$ cat config.mk
export PLATFORM = sky130hd
export DESIGN_NAME = line_word_char_counter_core
export DESIGN_NICKNAME = d
export VERILOG_FILES = /design/src/rtl/core/lwcc_pkg.sv /design/src/rtl/core/lwcc_sat_add.sv /design/src/rtl/core/lwcc_utf8_dec.sv /design/src/rtl/core/line_word_char_counter_core.sv
export SDC_FILE = /design/constraint.sdc
export NUM_CORES = 1
export LEC_CHECK = 0
export BUFFER_PORTS_ARGS = -buffer_cell sky130_fd_sc_hd__buf_2
export CORE_ASPECT_RATIO = 2
export CORE_MARGIN = 3
export CORE_UTILIZATION = 54
export CTS_CLUSTER_DIAMETER = 60
export DETAILED_ROUTE_END_ITERATION = 8
export PLACE_DENSITY_LB_ADDON = 0.15
export SLEW_MARGIN = 40
export SYNTH_ARGS = -nofsm -noshare
export SYNTH_HDL_FRONTEND = slang
export SYNTH_SLANG_ARGS = --single-unit
$ cat constraint.sdc
create_clock -name clk -period 5.5 [get_ports clk]
set_input_delay 1.65 -clock clk [delete_from_list [all_inputs] [get_ports clk]]
set_output_delay 1.65 -clock clk [all_outputs]
set_load 0.02 [all_outputs]
$ cat src/rtl/core/lwcc_pkg.sv
// ----------------------------------------------------------------------------
// lwcc_pkg
// Shared types and constants for the line, word and character counter.
// ----------------------------------------------------------------------------
package lwcc_pkg;

    // Width of each count field on the result channel.
    localparam int unsigned FIELD_W = 48;

    // Input item kinds.
    localparam logic KIND_DATA = 1'b0;
    localparam logic KIND_EOS  = 1'b1;

    // Byte values of interest.
    localparam logic [7:0] BYTE_LF    = 8'h0A;
    localparam logic [7:0] BYTE_SPACE = 8'h20;

    // Allowed range of the next UTF-8 continuation byte.
    typedef enum logic [2:0] {
        CLS_80_BF = 3'd0,
        CLS_A0_BF = 3'd1,
        CLS_80_9F = 3'd2,
        CLS_90_BF = 3'd3,
        CLS_80_8F = 3'd4
    } cont_cls_t;

    // State of the UTF-8 decoder between bytes.
    typedef struct packed {
        logic [1:0] pending;
        logic [1:0] needed;
        cont_cls_t  cls;
    } dec_state_t;

    localparam dec_state_t DEC_IDLE = '{pending: 2'd0, needed: 2'd0, cls: CLS_80_BF};

endpackage

$ cat src/rtl/core/lwcc_sat_add.sv
// ----------------------------------------------------------------------------
// lwcc_sat_add
// Saturating add of a small amount to a count, with an overflow indication.
// ----------------------------------------------------------------------------
module lwcc_sat_add #(
    parameter int unsigned COUNT_WIDTH = 48
) (
    input  logic [COUNT_WIDTH-1:0] count,
    input  logic [2:0]             amount,
    output logic [COUNT_WIDTH-1:0] sum,
    output logic                   sat
);

    logic [COUNT_WIDTH:0] wide_sum;

    // A carry out of the top bit means the count would pass its maximum.
    assign wide_sum = {1'b0, count} + {{(COUNT_WIDTH-2){1'b0}}, amount};
    assign sat      = wide_sum[COUNT_WIDTH];
    assign sum      = sat ? {COUNT_WIDTH{1'b1}} : wide_sum[COUNT_WIDTH-1:0];

endmodule

$ cat src/rtl/core/lwcc_utf8_dec.sv
// ----------------------------------------------------------------------------
// lwcc_utf8_dec
// Strict UTF-8 decoder step: next decoder state and the number of units that
// one byte (or the end of the stream) adds to the unit count.
// ----------------------------------------------------------------------------
module lwcc_utf8_dec
    import lwcc_pkg::*;
(
    input  logic       char_mode,
    input  logic       eos,
    input  logic [7:0] data_byte,
    input  dec_state_t state_cur,
    output dec_state_t state_nxt,
    output logic [2:0] amount
);

    logic       lead_single;
    dec_state_t lead_state;
    logic       cont_ok;

    // Classify the byte as a lead byte.
    always_comb
    begin
        lead_single = 1'b0;
        lead_state  = DEC_IDLE;
        if (data_byte < 8'hC2 || data_byte >= 8'hF5) begin
            lead_single = 1'b1;
        end else if (data_byte <= 8'hDF) begin
            lead_state.pending = 2'd1;
            lead_state.needed  = 2'd1;
        end else if (data_byte <= 8'hEF) begin
            lead_state.pending = 2'd1;
            lead_state.needed  = 2'd2;
            if (data_byte == 8'hE0) begin
                lead_state.cls = CLS_A0_BF;
            end else if (data_byte == 8'hED) begin
                lead_state.cls = CLS_80_9F;
            end
        end else begin
            lead_state.pending = 2'd1;
            lead_state.needed  = 2'd3;
            if (data_byte == 8'hF0) begin
                lead_state.cls = CLS_90_BF;
            end else if (data_byte == 8'hF4) begin
                lead_state.cls = CLS_80_8F;
            end
        end
    end

    // Check the byte against the allowed continuation range.
    always_comb
    begin
        case (state_cur.cls)
            CLS_A0_BF: cont_ok = data_byte inside {[8'hA0:8'hBF]};
            CLS_80_9F: cont_ok = data_byte inside {[8'h80:8'h9F]};
            CLS_90_BF: cont_ok = data_byte inside {[8'h90:8'hBF]};
            CLS_80_8F: cont_ok = data_byte inside {[8'h80:8'h8F]};
            default:   cont_ok = data_byte inside {[8'h80:8'hBF]};
        endcase
    end

    // Decoder step.
    always_comb
    begin
        state_nxt = DEC_IDLE;
        amount    = 3'd0;
        if (eos) begin
            // Held bytes of an unfinished sequence count one each.
            amount = {1'b0, state_cur.pending};
        end else if (!char_mode) begin
            amount = {1'b0, state_cur.pending} + 3'd1;
        end else if (state_cur.needed == 2'd0) begin
            state_nxt = lead_state;
            amount    = {2'b00, lead_single};
        end else if (cont_ok) begin
            if (state_cur.needed == 2'd1) begin
                amount = 3'd1;
            end else begin
                state_nxt.pending = state_cur.pending + 2'd1;
                state_nxt.needed  = state_cur.needed - 2'd1;
                state_nxt.cls     = CLS_80_BF;
            end
        end else begin
            // Broken sequence: flush held bytes, then decode as a new lead.
            state_nxt = lead_state;
            amount    = {1'b0, state_cur.pending} + {2'b00, lead_single};
        end
    end

endmodule

$ cat src/rtl/core/line_word_char_counter_core.sv
// ----------------------------------------------------------------------------
// line_word_char_counter_core
// Counts lines, words and bytes or UTF-8 characters over a byte stream and
// reports the counts on each end-of-stream transaction.
// ----------------------------------------------------------------------------
//  Channel  Signals                                         Direction
//  in       in_valid, in_stall, kind, data_byte             into the core
//  out      out_valid, out_stall, line_count, word_count,
//           unit_count, overflow                            out of the core
//  cfg      cfg_wr_en, cfg_wr_data (char_mode)              into the core
//
// One input transaction is accepted every cycle unless in_stall is high; the
// counts and the decoder are updated at the accepting edge, and an
// end-of-stream transaction loads the result register, whose contents appear
// on the next cycle. Reset clears all counts, the decoder, the mode register
// and out_valid. While a result waits under out_stall, data bytes are still
// taken; only a further end-of-stream transaction is held off by in_stall.
// ----------------------------------------------------------------------------
module line_word_char_counter_core
    import lwcc_pkg::*;
#(
    parameter int unsigned COUNT_WIDTH = 48
) (
    input  logic               clk,
    input  logic               rst_n,
    input  logic               cfg_wr_en,
    input  logic               cfg_wr_data,
    input  logic               in_valid,
    output logic               in_stall,
    input  logic               kind,
    input  logic [7:0]         data_byte,
    output logic               out_valid,
    input  logic               out_stall,
    output logic [FIELD_W-1:0] line_count,
    output logic [FIELD_W-1:0] word_count,
    output logic [FIELD_W-1:0] unit_count,
    output logic               overflow
);

    logic                   char_mode_reg;
    logic [COUNT_WIDTH-1:0] line_reg;
    logic [COUNT_WIDTH-1:0] word_reg;
    logic [COUNT_WIDTH-1:0] unit_reg;
    logic                   inside_word_reg;
    logic                   saturated_reg;
    dec_state_t             dec_reg;
    logic                   out_valid_reg;
    logic [FIELD_W-1:0]     line_out_reg;
    logic [FIELD_W-1:0]     word_out_reg;
    logic [FIELD_W-1:0]     unit_out_reg;
    logic                   overflow_reg;

    logic                   accept;
    logic                   eos;
    logic                   is_space;
    logic                   word_start;
    logic [2:0]             line_amt;
    logic [2:0]             word_amt;
    logic [2:0]             unit_amt;
    logic [COUNT_WIDTH-1:0] line_next;
    logic [COUNT_WIDTH-1:0] word_next;
    logic [COUNT_WIDTH-1:0] unit_next;
    logic                   line_sat;
    logic                   word_sat;
    logic                   unit_sat;
    dec_state_t             dec_next;
    logic [FIELD_W-1:0]     line_fit;
    logic [FIELD_W-1:0]     word_fit;
    logic [FIELD_W-1:0]     unit_fit;

    // Handshake: only an end-of-stream transaction needs the result register.
    assign in_stall = out_valid_reg && out_stall && (kind == KIND_EOS);
    assign accept   = in_valid && !in_stall;
    assign eos      = (kind == KIND_EOS);

    // Byte classification for lines and words.
    assign is_space   = (data_byte == BYTE_SPACE) || (data_byte inside {[8'h09:8'h0D]});
    assign word_start = !eos && !is_space && !inside_word_reg;
    assign line_amt   = {2'b00, !eos && (data_byte == BYTE_LF)};
    assign word_amt   = {2'b00, word_start};

    // UTF-8 decoder step.
    lwcc_utf8_dec u_dec (
        .char_mode (char_mode_reg),
        .eos       (eos),
        .data_byte (data_byte),
        .state_cur (dec_reg),
        .state_nxt (dec_next),
        .amount    (unit_amt)
    );

    // Saturating count updates.
    lwcc_sat_add #(.COUNT_WIDTH(COUNT_WIDTH)) u_line_add (
        .count  (line_reg),
        .amount (line_amt),
        .sum    (line_next),
        .sat    (line_sat)
    );

    lwcc_sat_add #(.COUNT_WIDTH(COUNT_WIDTH)) u_word_add (
        .count  (word_reg),
        .amount (word_amt),
        .sum    (word_next),
        .sat    (word_sat)
    );

    lwcc_sat_add #(.COUNT_WIDTH(COUNT_WIDTH)) u_unit_add (
        .count  (unit_reg),
        .amount (unit_amt),
        .sum    (unit_next),
        .sat    (unit_sat)
    );

    // Fit the counts to the width of the result fields.
    generate
        if (COUNT_WIDTH >= FIELD_W) begin : g_trunc
            assign line_fit = line_next[FIELD_W-1:0];
            assign word_fit = word_next[FIELD_W-1:0];
            assign unit_fit = unit_next[FIELD_W-1:0];
        end else begin : g_ext
            assign line_fit = {{(FIELD_W-COUNT_WIDTH){1'b0}}, line_next};
            assign word_fit = {{(FIELD_W-COUNT_WIDTH){1'b0}}, word_next};
            assign unit_fit = {{(FIELD_W-COUNT_WIDTH){1'b0}}, unit_next};
        end
    endgenerate

    // Mode register.
    always_ff @(posedge clk or negedge rst_n)
    begin
        if (!rst_n) begin
            char_mode_reg <= 1'b0;
        end else if (cfg_wr_en) begin
            char_mode_reg <= cfg_wr_data;
        end
    end

    // Stream state: counts, word flag, decoder and saturation flag.
    always_ff @(posedge clk or negedge rst_n)
    begin
        if (!rst_n) begin
            line_reg        <= '0;
            word_reg        <= '0;
            unit_reg        <= '0;
            inside_word_reg <= 1'b0;
            saturated_reg   <= 1'b0;
            dec_reg         <= DEC_IDLE;
        end else if (accept) begin
            if (eos) begin
                line_reg        <= '0;
                word_reg        <= '0;
                unit_reg        <= '0;
                inside_word_reg <= 1'b0;
                saturated_reg   <= 1'b0;
                dec_reg         <= DEC_IDLE;
            end else begin
                line_reg        <= line_next;
                word_reg        <= word_next;
                unit_reg        <= unit_next;
                inside_word_reg <= !is_space;
                saturated_reg   <= saturated_reg | line_sat | word_sat | unit_sat;
                dec_reg         <= dec_next;
            end
        end
    end

    // Result valid flag.
    always_ff @(posedge clk or negedge rst_n)
    begin
        if (!rst_n) begin
            out_valid_reg <= 1'b0;
        end else if (accept && eos) begin
            out_valid_reg <= 1'b1;
        end else if (!out_stall) begin
            out_valid_reg <= 1'b0;
        end
    end

    // Result payload, loaded by an end-of-stream transaction.
    always_ff @(posedge clk)
    begin
        if (accept && eos) begin
            line_out_reg <= line_fit;
            word_out_reg <= word_fit;
            unit_out_reg <= unit_fit;
            overflow_reg <= saturated_reg | unit_sat;
        end
    end

    assign out_valid  = out_valid_reg;
    assign line_count = line_out_reg;
    assign word_count = word_out_reg;
    assign unit_count = unit_out_reg;
    assign overflow   = overflow_reg;

endmodule

==> results of run 1 <==
## per-layer routing
metal	global-route usage, %	vias up	wire, um
met5	0	-	0
met4	15.6	0	2860
met3	3.16	170	2470
met2	49.0	540	24300
met1	34.6	7035	18000
li1	-	6823	-
## synth_stat cells, types with 32 or more instances
cell type	number
a21oi_1	77
a31oi_1	43
and3_1	39
and4_1	32
clkbuf_1	101
dfrtp_1	155
edfxtp_1	145
inv_1	33
nand2_1	250
nand3_1	87
nand4_1	67
nor2_1	100
nor3_1	84
nor4_1	41
o21ai_0	116
xnor2_1	51
xor2_1	37
## worst reg2reg max path: stages, from the launching register on
cell	delay, ps
dfrtp_1	410
and3b_1	220
a21oi_1	40
o21ai_0	470
mux2i_1	270
a221o_1	160
ha_1	150
inv_1	50
fa_1	390
nand2b_1	210
buf_4	160
a2111o_1	490
nor4_1	420
mux2_2	390
## how the worst min path moves through the flow
stage | from | to | cells after the start
2_1_floorplan | inside_word_reg | inside_word_reg | 2
3_3_place_gp | inside_word_reg | inside_word_reg | 2
3_5_place_dp | inside_word_reg | inside_word_reg | 2
4_1_cts | inside_word_reg | inside_word_reg | 2
5_1_grt | inside_word_reg | inside_word_reg | 2
6_report | inside_word_reg | inside_word_reg | 2
## kinds of logic (layout without fill, tap and decap cells)
logic type / Yosys count / in the layout / share of synthesized area (%)
multiplexers: 20 / 20 / 1.26
AO/OA/AOI/OAI: 361 / 361 / 13.8
buffers and inverters: 176 / 327 / 4.33
flip-flops: 300 / 300 / 49.5
XOR/XNOR: 88 / 88 / 4.63
AND/OR/NAND/NOR: 811 / 811 / 25.5
adder cells (fa/ha/maj): 13 / 13 / 1.02
## layout make-up
class                      count  area share [%]
inverter                      35           0.720
multi-input combinational   1293            40.8
sequential                   300            43.5
tap                          368            2.43
clock buffer                  33            3.79
timing repair buffer         243            7.89
clock inverter                16           0.899
## metrics by stage
| step | hold slack, ps | util, % | worst slack [ps] | instances | power [uW] |
|---|---|---|---|---|---|
| final | 507 | 62.5 | 521 | 2288 | 4740 |
| after detailed placement | 485 | 59.5 | -18.4 | 2238 | 2840 |
| after floorplan | 451 | - | 272 | 1769 | 2690 |
| after global placement | 465 | 59.5 | 50.8 | 2238 | 2830 |
| after global routing | 521 | 62.5 | 335 | 2288 | 4890 |
| after CTS | 502 | 62.4 | 574 | 2287 | 4780 |
## report_power, final
group | internal [uW] | switching, uW
combinational | 93.4 | 255
sequential | 2420 | 29.5
clock | 1070 | 874
==> results.toml, run 1 <==
[run_status]
status = "completed"

[logic_synthesis]
yosys_warnings = 0
yosys-top-cells-area = "edfxtp_1 (26%), dfrtp_1 (23%), nand2_1 (5.6%)"
synth_top_area_share_pct = 26.2
yosysSeqAreaShare_pct = 49.5
synth_nets = 1797
synth_edf_count = 145
syn-mean-instance-area_um2 = 9.41
yosys_register_bits = 300
synth_cells = 1769
async_flop_share_pct = 51.7
syn_area_mm2 = 0.0166
ys_types = 79
synth_ff_type = "dfrtp_1"
synth_area_leader_cell = "edfxtp_1"

[worst_setup_path]
worstSetupPathType = "in2reg"
max_stage_delay_ps = 490
r2r_start = "dec_reg[1]"
worstReg2RegEnd = "unit_count[42]"
worstPathRequired_ps = 5820
critPathCaptureType = "register"
cp_cell_sequence = "buf_2 -> or4_1 -> nor2_1 -> nor3_1 -> inv_1 -> ha_1 -> nor2_1 -> mux2i_1 -> a221o_1 -> ha_1 -> inv_1 -> fa_1 -> nand2b_1 -> buf_4 -> a2111o_1 -> nor4_1 -> mux2_2"
crit_fanout = 6
rrSetupSlack_ps = 1430
start_kind = "input pin"
rr_worst_depth = 13
worstPathArrival_ps = 5300
critPathCapture = "unit_count[42]"
critPathTopFamily = "simple AND/OR/NAND/NOR gates"
path_depth = 17
critPathSlowestCell = "or4_1"
startpoint = "data_byte[5]"
worstPathBufferInverterCount = 4

[layout]
final_cell_mix = "nand2_1 (248), buf_2 (160), dfrtp_1 (155)"
multi_input_area_mm2 = 0.00772
fill_cells = 2515
syn_to_final_growth_pct = 13.7
finalNetCount = 1928
diodes = 0
final_layout_size_suffix_gt1_share_pct = 17.6
stdcell_area_mm2 = 0.0189
layout_commonest_cell = "nand2_1"
register_area_mm2 = 0.00823

[floorplan]
start_util_pct = 55.0
core-area_mm2 = 0.0303
row_count = 90
die_area_mm2 = 0.0331
pin_count = 162
fp.dieW_um = 130
die_h_um = 254

[power]
powerDensity_mw_per_mm2 = 250
vdd_drop_max_uv = 260
p_leak_uw = 0.00778

[timing]
worstMarginPinSlew_ps = 838
fmax_mhz = 201
fin_skew_ps = 13.4
setup_tns_ps = 0
hold_violations = 0
period_minus_slack_ps = 4980
rsz0062_at_grt = "false"
finalSetupViolations = 0
drv_slew = 0
relSlewSlack_pct = 43.7
finalCritPeriodShare_pct = 90.5

[global_route]
grt_pass1_vias = 13900
grt_pass1_wl_um = 75000
grt-ovfl-total = 0
antenna_found_initial = 0
grt_max_degree = 75
grt_usage_pct = 28.5

[route]
vias = 14600
viasPerCell = 6.37
firstDrtPassIters = 5
drc = 0
ant_nets = 0
drt_wl_total_um = 47600
first_iter_violations = 1180
wire_per_inst_um = 20.8

[cts]
cts.sinks = 300
cts_hold_buf = 0
clock_latency_ps = 560
htree_levels = 1
cts.reportedPaths.clkPinSlew_ps = 70
clock_path_buffers = 3
postCtsResizedCells = 0
cts_made_buffers = 27
cts_tree = "built"
root_buffer = "clkbuf_16"
postCtsSetupBuffers = 0

[worst_hold_path]
hp-class = "reg2reg"

[job]
drv_cap = 0

[place]
dpl.hpwl_um = 32300
gp_congestion = 0.974
io_buffer_count = 161
dpl_cell_area_mm2 = 0.0180
No activity file was read; power rests on OpenSTA's default activity.
==> inputs of run 2 (changes only) <==
--- a/config.mk
+++ b/config.mk
@@ -11,6 +11,7 @@
 export CORE_UTILIZATION = 54
 export CTS_CLUSTER_DIAMETER = 60
 export DETAILED_ROUTE_END_ITERATION = 8
+export MAX_ROUTING_LAYER = met4
 export PLACE_DENSITY_LB_ADDON = 0.15
 export SLEW_MARGIN = 40
 export SYNTH_ARGS = -nofsm -noshare
==> run 2 against run 1 <==
  * Sequential share of layout area hardly changed
  * Count of clock-buffer cells in the layout shrank 4
  * Critical endpoint unchanged
  * Global-route usage up 1.2 points
  * Non-clock buffer count fell by 7
  * Final cell count is 0.31% lower
  * Power increased by 1.7%
  * Utilization about the same
==> results.toml, run 2 (same netlist as run 1, synthesis figures left out) <==
[layout]
final_util_pct = 62.5
finalNetCount = 1921
final_layout_size_suffix_gt1_share_pct = 17.3
final_cell_mix = "nand2_1 (248), buf_2 (160), dfrtp_1 (155)"
diodes = 0
layout_commonest_cell = "nand2_1"
syn_to_final_growth_pct = 13.7

[route]
routed-wl-met2_um = 24400
wire_per_inst_um = 21.0
vias = 14600
routed.top_layer = "met4"
wl_met1_um = 18100
drc = 0
viasPerCell = 6.39
first_iter_violations = 1219
firstDrtPassIters = 6
ant_nets = 0
drt_wl_total_um = 48000
met3_length_um = 2530

[power]
p_leak_uw = 0.00775
vdd_drop_max_uv = 263
powerDensity_mw_per_mm2 = 255

[worst_setup_path]
rr_worst_depth = 12
worstPathRequired_ps = 5810
r2r_start = "dec_reg[1]"
worstSetupPathType = "in2reg"
crit_fanout = 7
start_kind = "input pin"
max_stage_delay_ps = 550
rrSetupSlack_ps = 1460
critPathCaptureType = "register"
worstReg2RegEnd = "unit_count[42]"
critPathSlowestCell = "o21ai_0"
critPathCapture = "unit_count[42]"
startpoint = "data_byte[4]"
cp_cell_sequence = "buf_2 -> buf_4 -> and3b_1 -> a21oi_1 -> o21ai_0 -> mux2i_1 -> a221o_1 -> ha_1 -> inv_1 -> fa_1 -> nand2b_1 -> a2111o_1 -> nor4_1 -> mux2_2"
worstPathArrival_ps = 5220

[cts]
htree_levels = 1
cts.reportedPaths.clkPinSlew_ps = 70
clock_path_buffers = 3
cts_tree = "built"
root_buffer = "clkbuf_16"
clock_latency_ps = 560
cts_made_buffers = 27
postCtsSetupBuffers = 0
cts_hold_buf = 0
postCtsResizedCells = 0
cts.sinks = 300

[timing]
finalSetupViolations = 0
setup_tns_ps = 0
finalCritPeriodShare_pct = 89.4
fmax_mhz = 203
drv_slew = 0
worstMarginPinSlew_ps = 912
hold_violations = 0
relSlewSlack_pct = 38.6
period_minus_slack_ps = 4910
fin_skew_ps = 16.0
rsz0062_at_grt = "false"

[floorplan]
fp.dieW_um = 130
die_h_um = 254
row_count = 90
start_util_pct = 55.0
die_area_mm2 = 0.0331
pin_count = 162
core-area_mm2 = 0.0303

[worst_hold_path]
hp-class = "reg2reg"
hold_start = "inside_word_reg"

[run_status]
status = "completed"

[global_route]
grt_pass1_vias = 14200
grt_max_degree = 81
grt_pass1_wl_um = 76000
grt-ovfl-total = 0
antenna_found_initial = 0
grt_usage_pct = 29.7

[job]
drv_cap = 0

[place]
dpl.hpwl_um = 32500
io_buffer_count = 161
gp_congestion = 0.993
## run 2: cell count changes in the layout (fill, tap and decap cells not counted), moves of 2 or more
cell,delta
bufinv_16,+2
clkbuf_1,-2
clkinv_2,-3
clkbuf_8,-2
buf_4,-6
clkinv_1,+2
## run 2: final cells by class
class | count | area [um2]
Clock buffer | 29 | 683
Clock inverter | 20 | 244
Fill cell | 2518 | 11400
Inverter | 35 | 136
Multi-Input combinational cell | 1293 | 7730
Sequential cell | 300 | 8230
Tap cell | 368 | 460
Timing Repair Buffer | 236 | 1440
## run 2: worst max-delay path: cells and delay by family
| family | cells | cell delay (ps) |
|---|---|---|
| compound gates | 4 | 1280 |
| mux | 2 | 660 |
| buf+inv | 3 | 300 |
| fa+ha+maj | 2 | 560 |
| simple gates | 3 | 780 |
## run 2: through the flow
step	total power, uW	hold slack [ps]	cell area [um2]	cells	worst slack (ps)
final	4820	488	18900	2281	585
after global routing	4960	539	18900	2281	339
after CTS	4860	496	18900	2281	617
after detailed placement	2840	481	18000	2232	54.2
after global placement	2830	466	18000	2232	128
after floorplan	2690	451	16600	1769	272
## run 2: layer usage
layer,track usage [%],up-vias
met2,49.4,598
li1,-,6807
met1,34.7,6974
met3,3.48,188
met5,-,-
met4,16.5,0
## run 2: worst min path at each step
stage          cells after the start              end  slack [ps]
2_1_floorplan                      2  inside_word_reg         450
3_3_place_gp                       2  inside_word_reg         470
3_5_place_dp                       2  inside_word_reg         480
4_1_cts                            2  inside_word_reg         500
5_1_grt                            2  inside_word_reg         540
6_report                           2  inside_word_reg         490
## run 2: power by group
group	total [uW]	internal [uW]	switching, uW
Combinational	349	91.4	257
Sequential	2440	2410	29.6
Clock	2030	1140	886
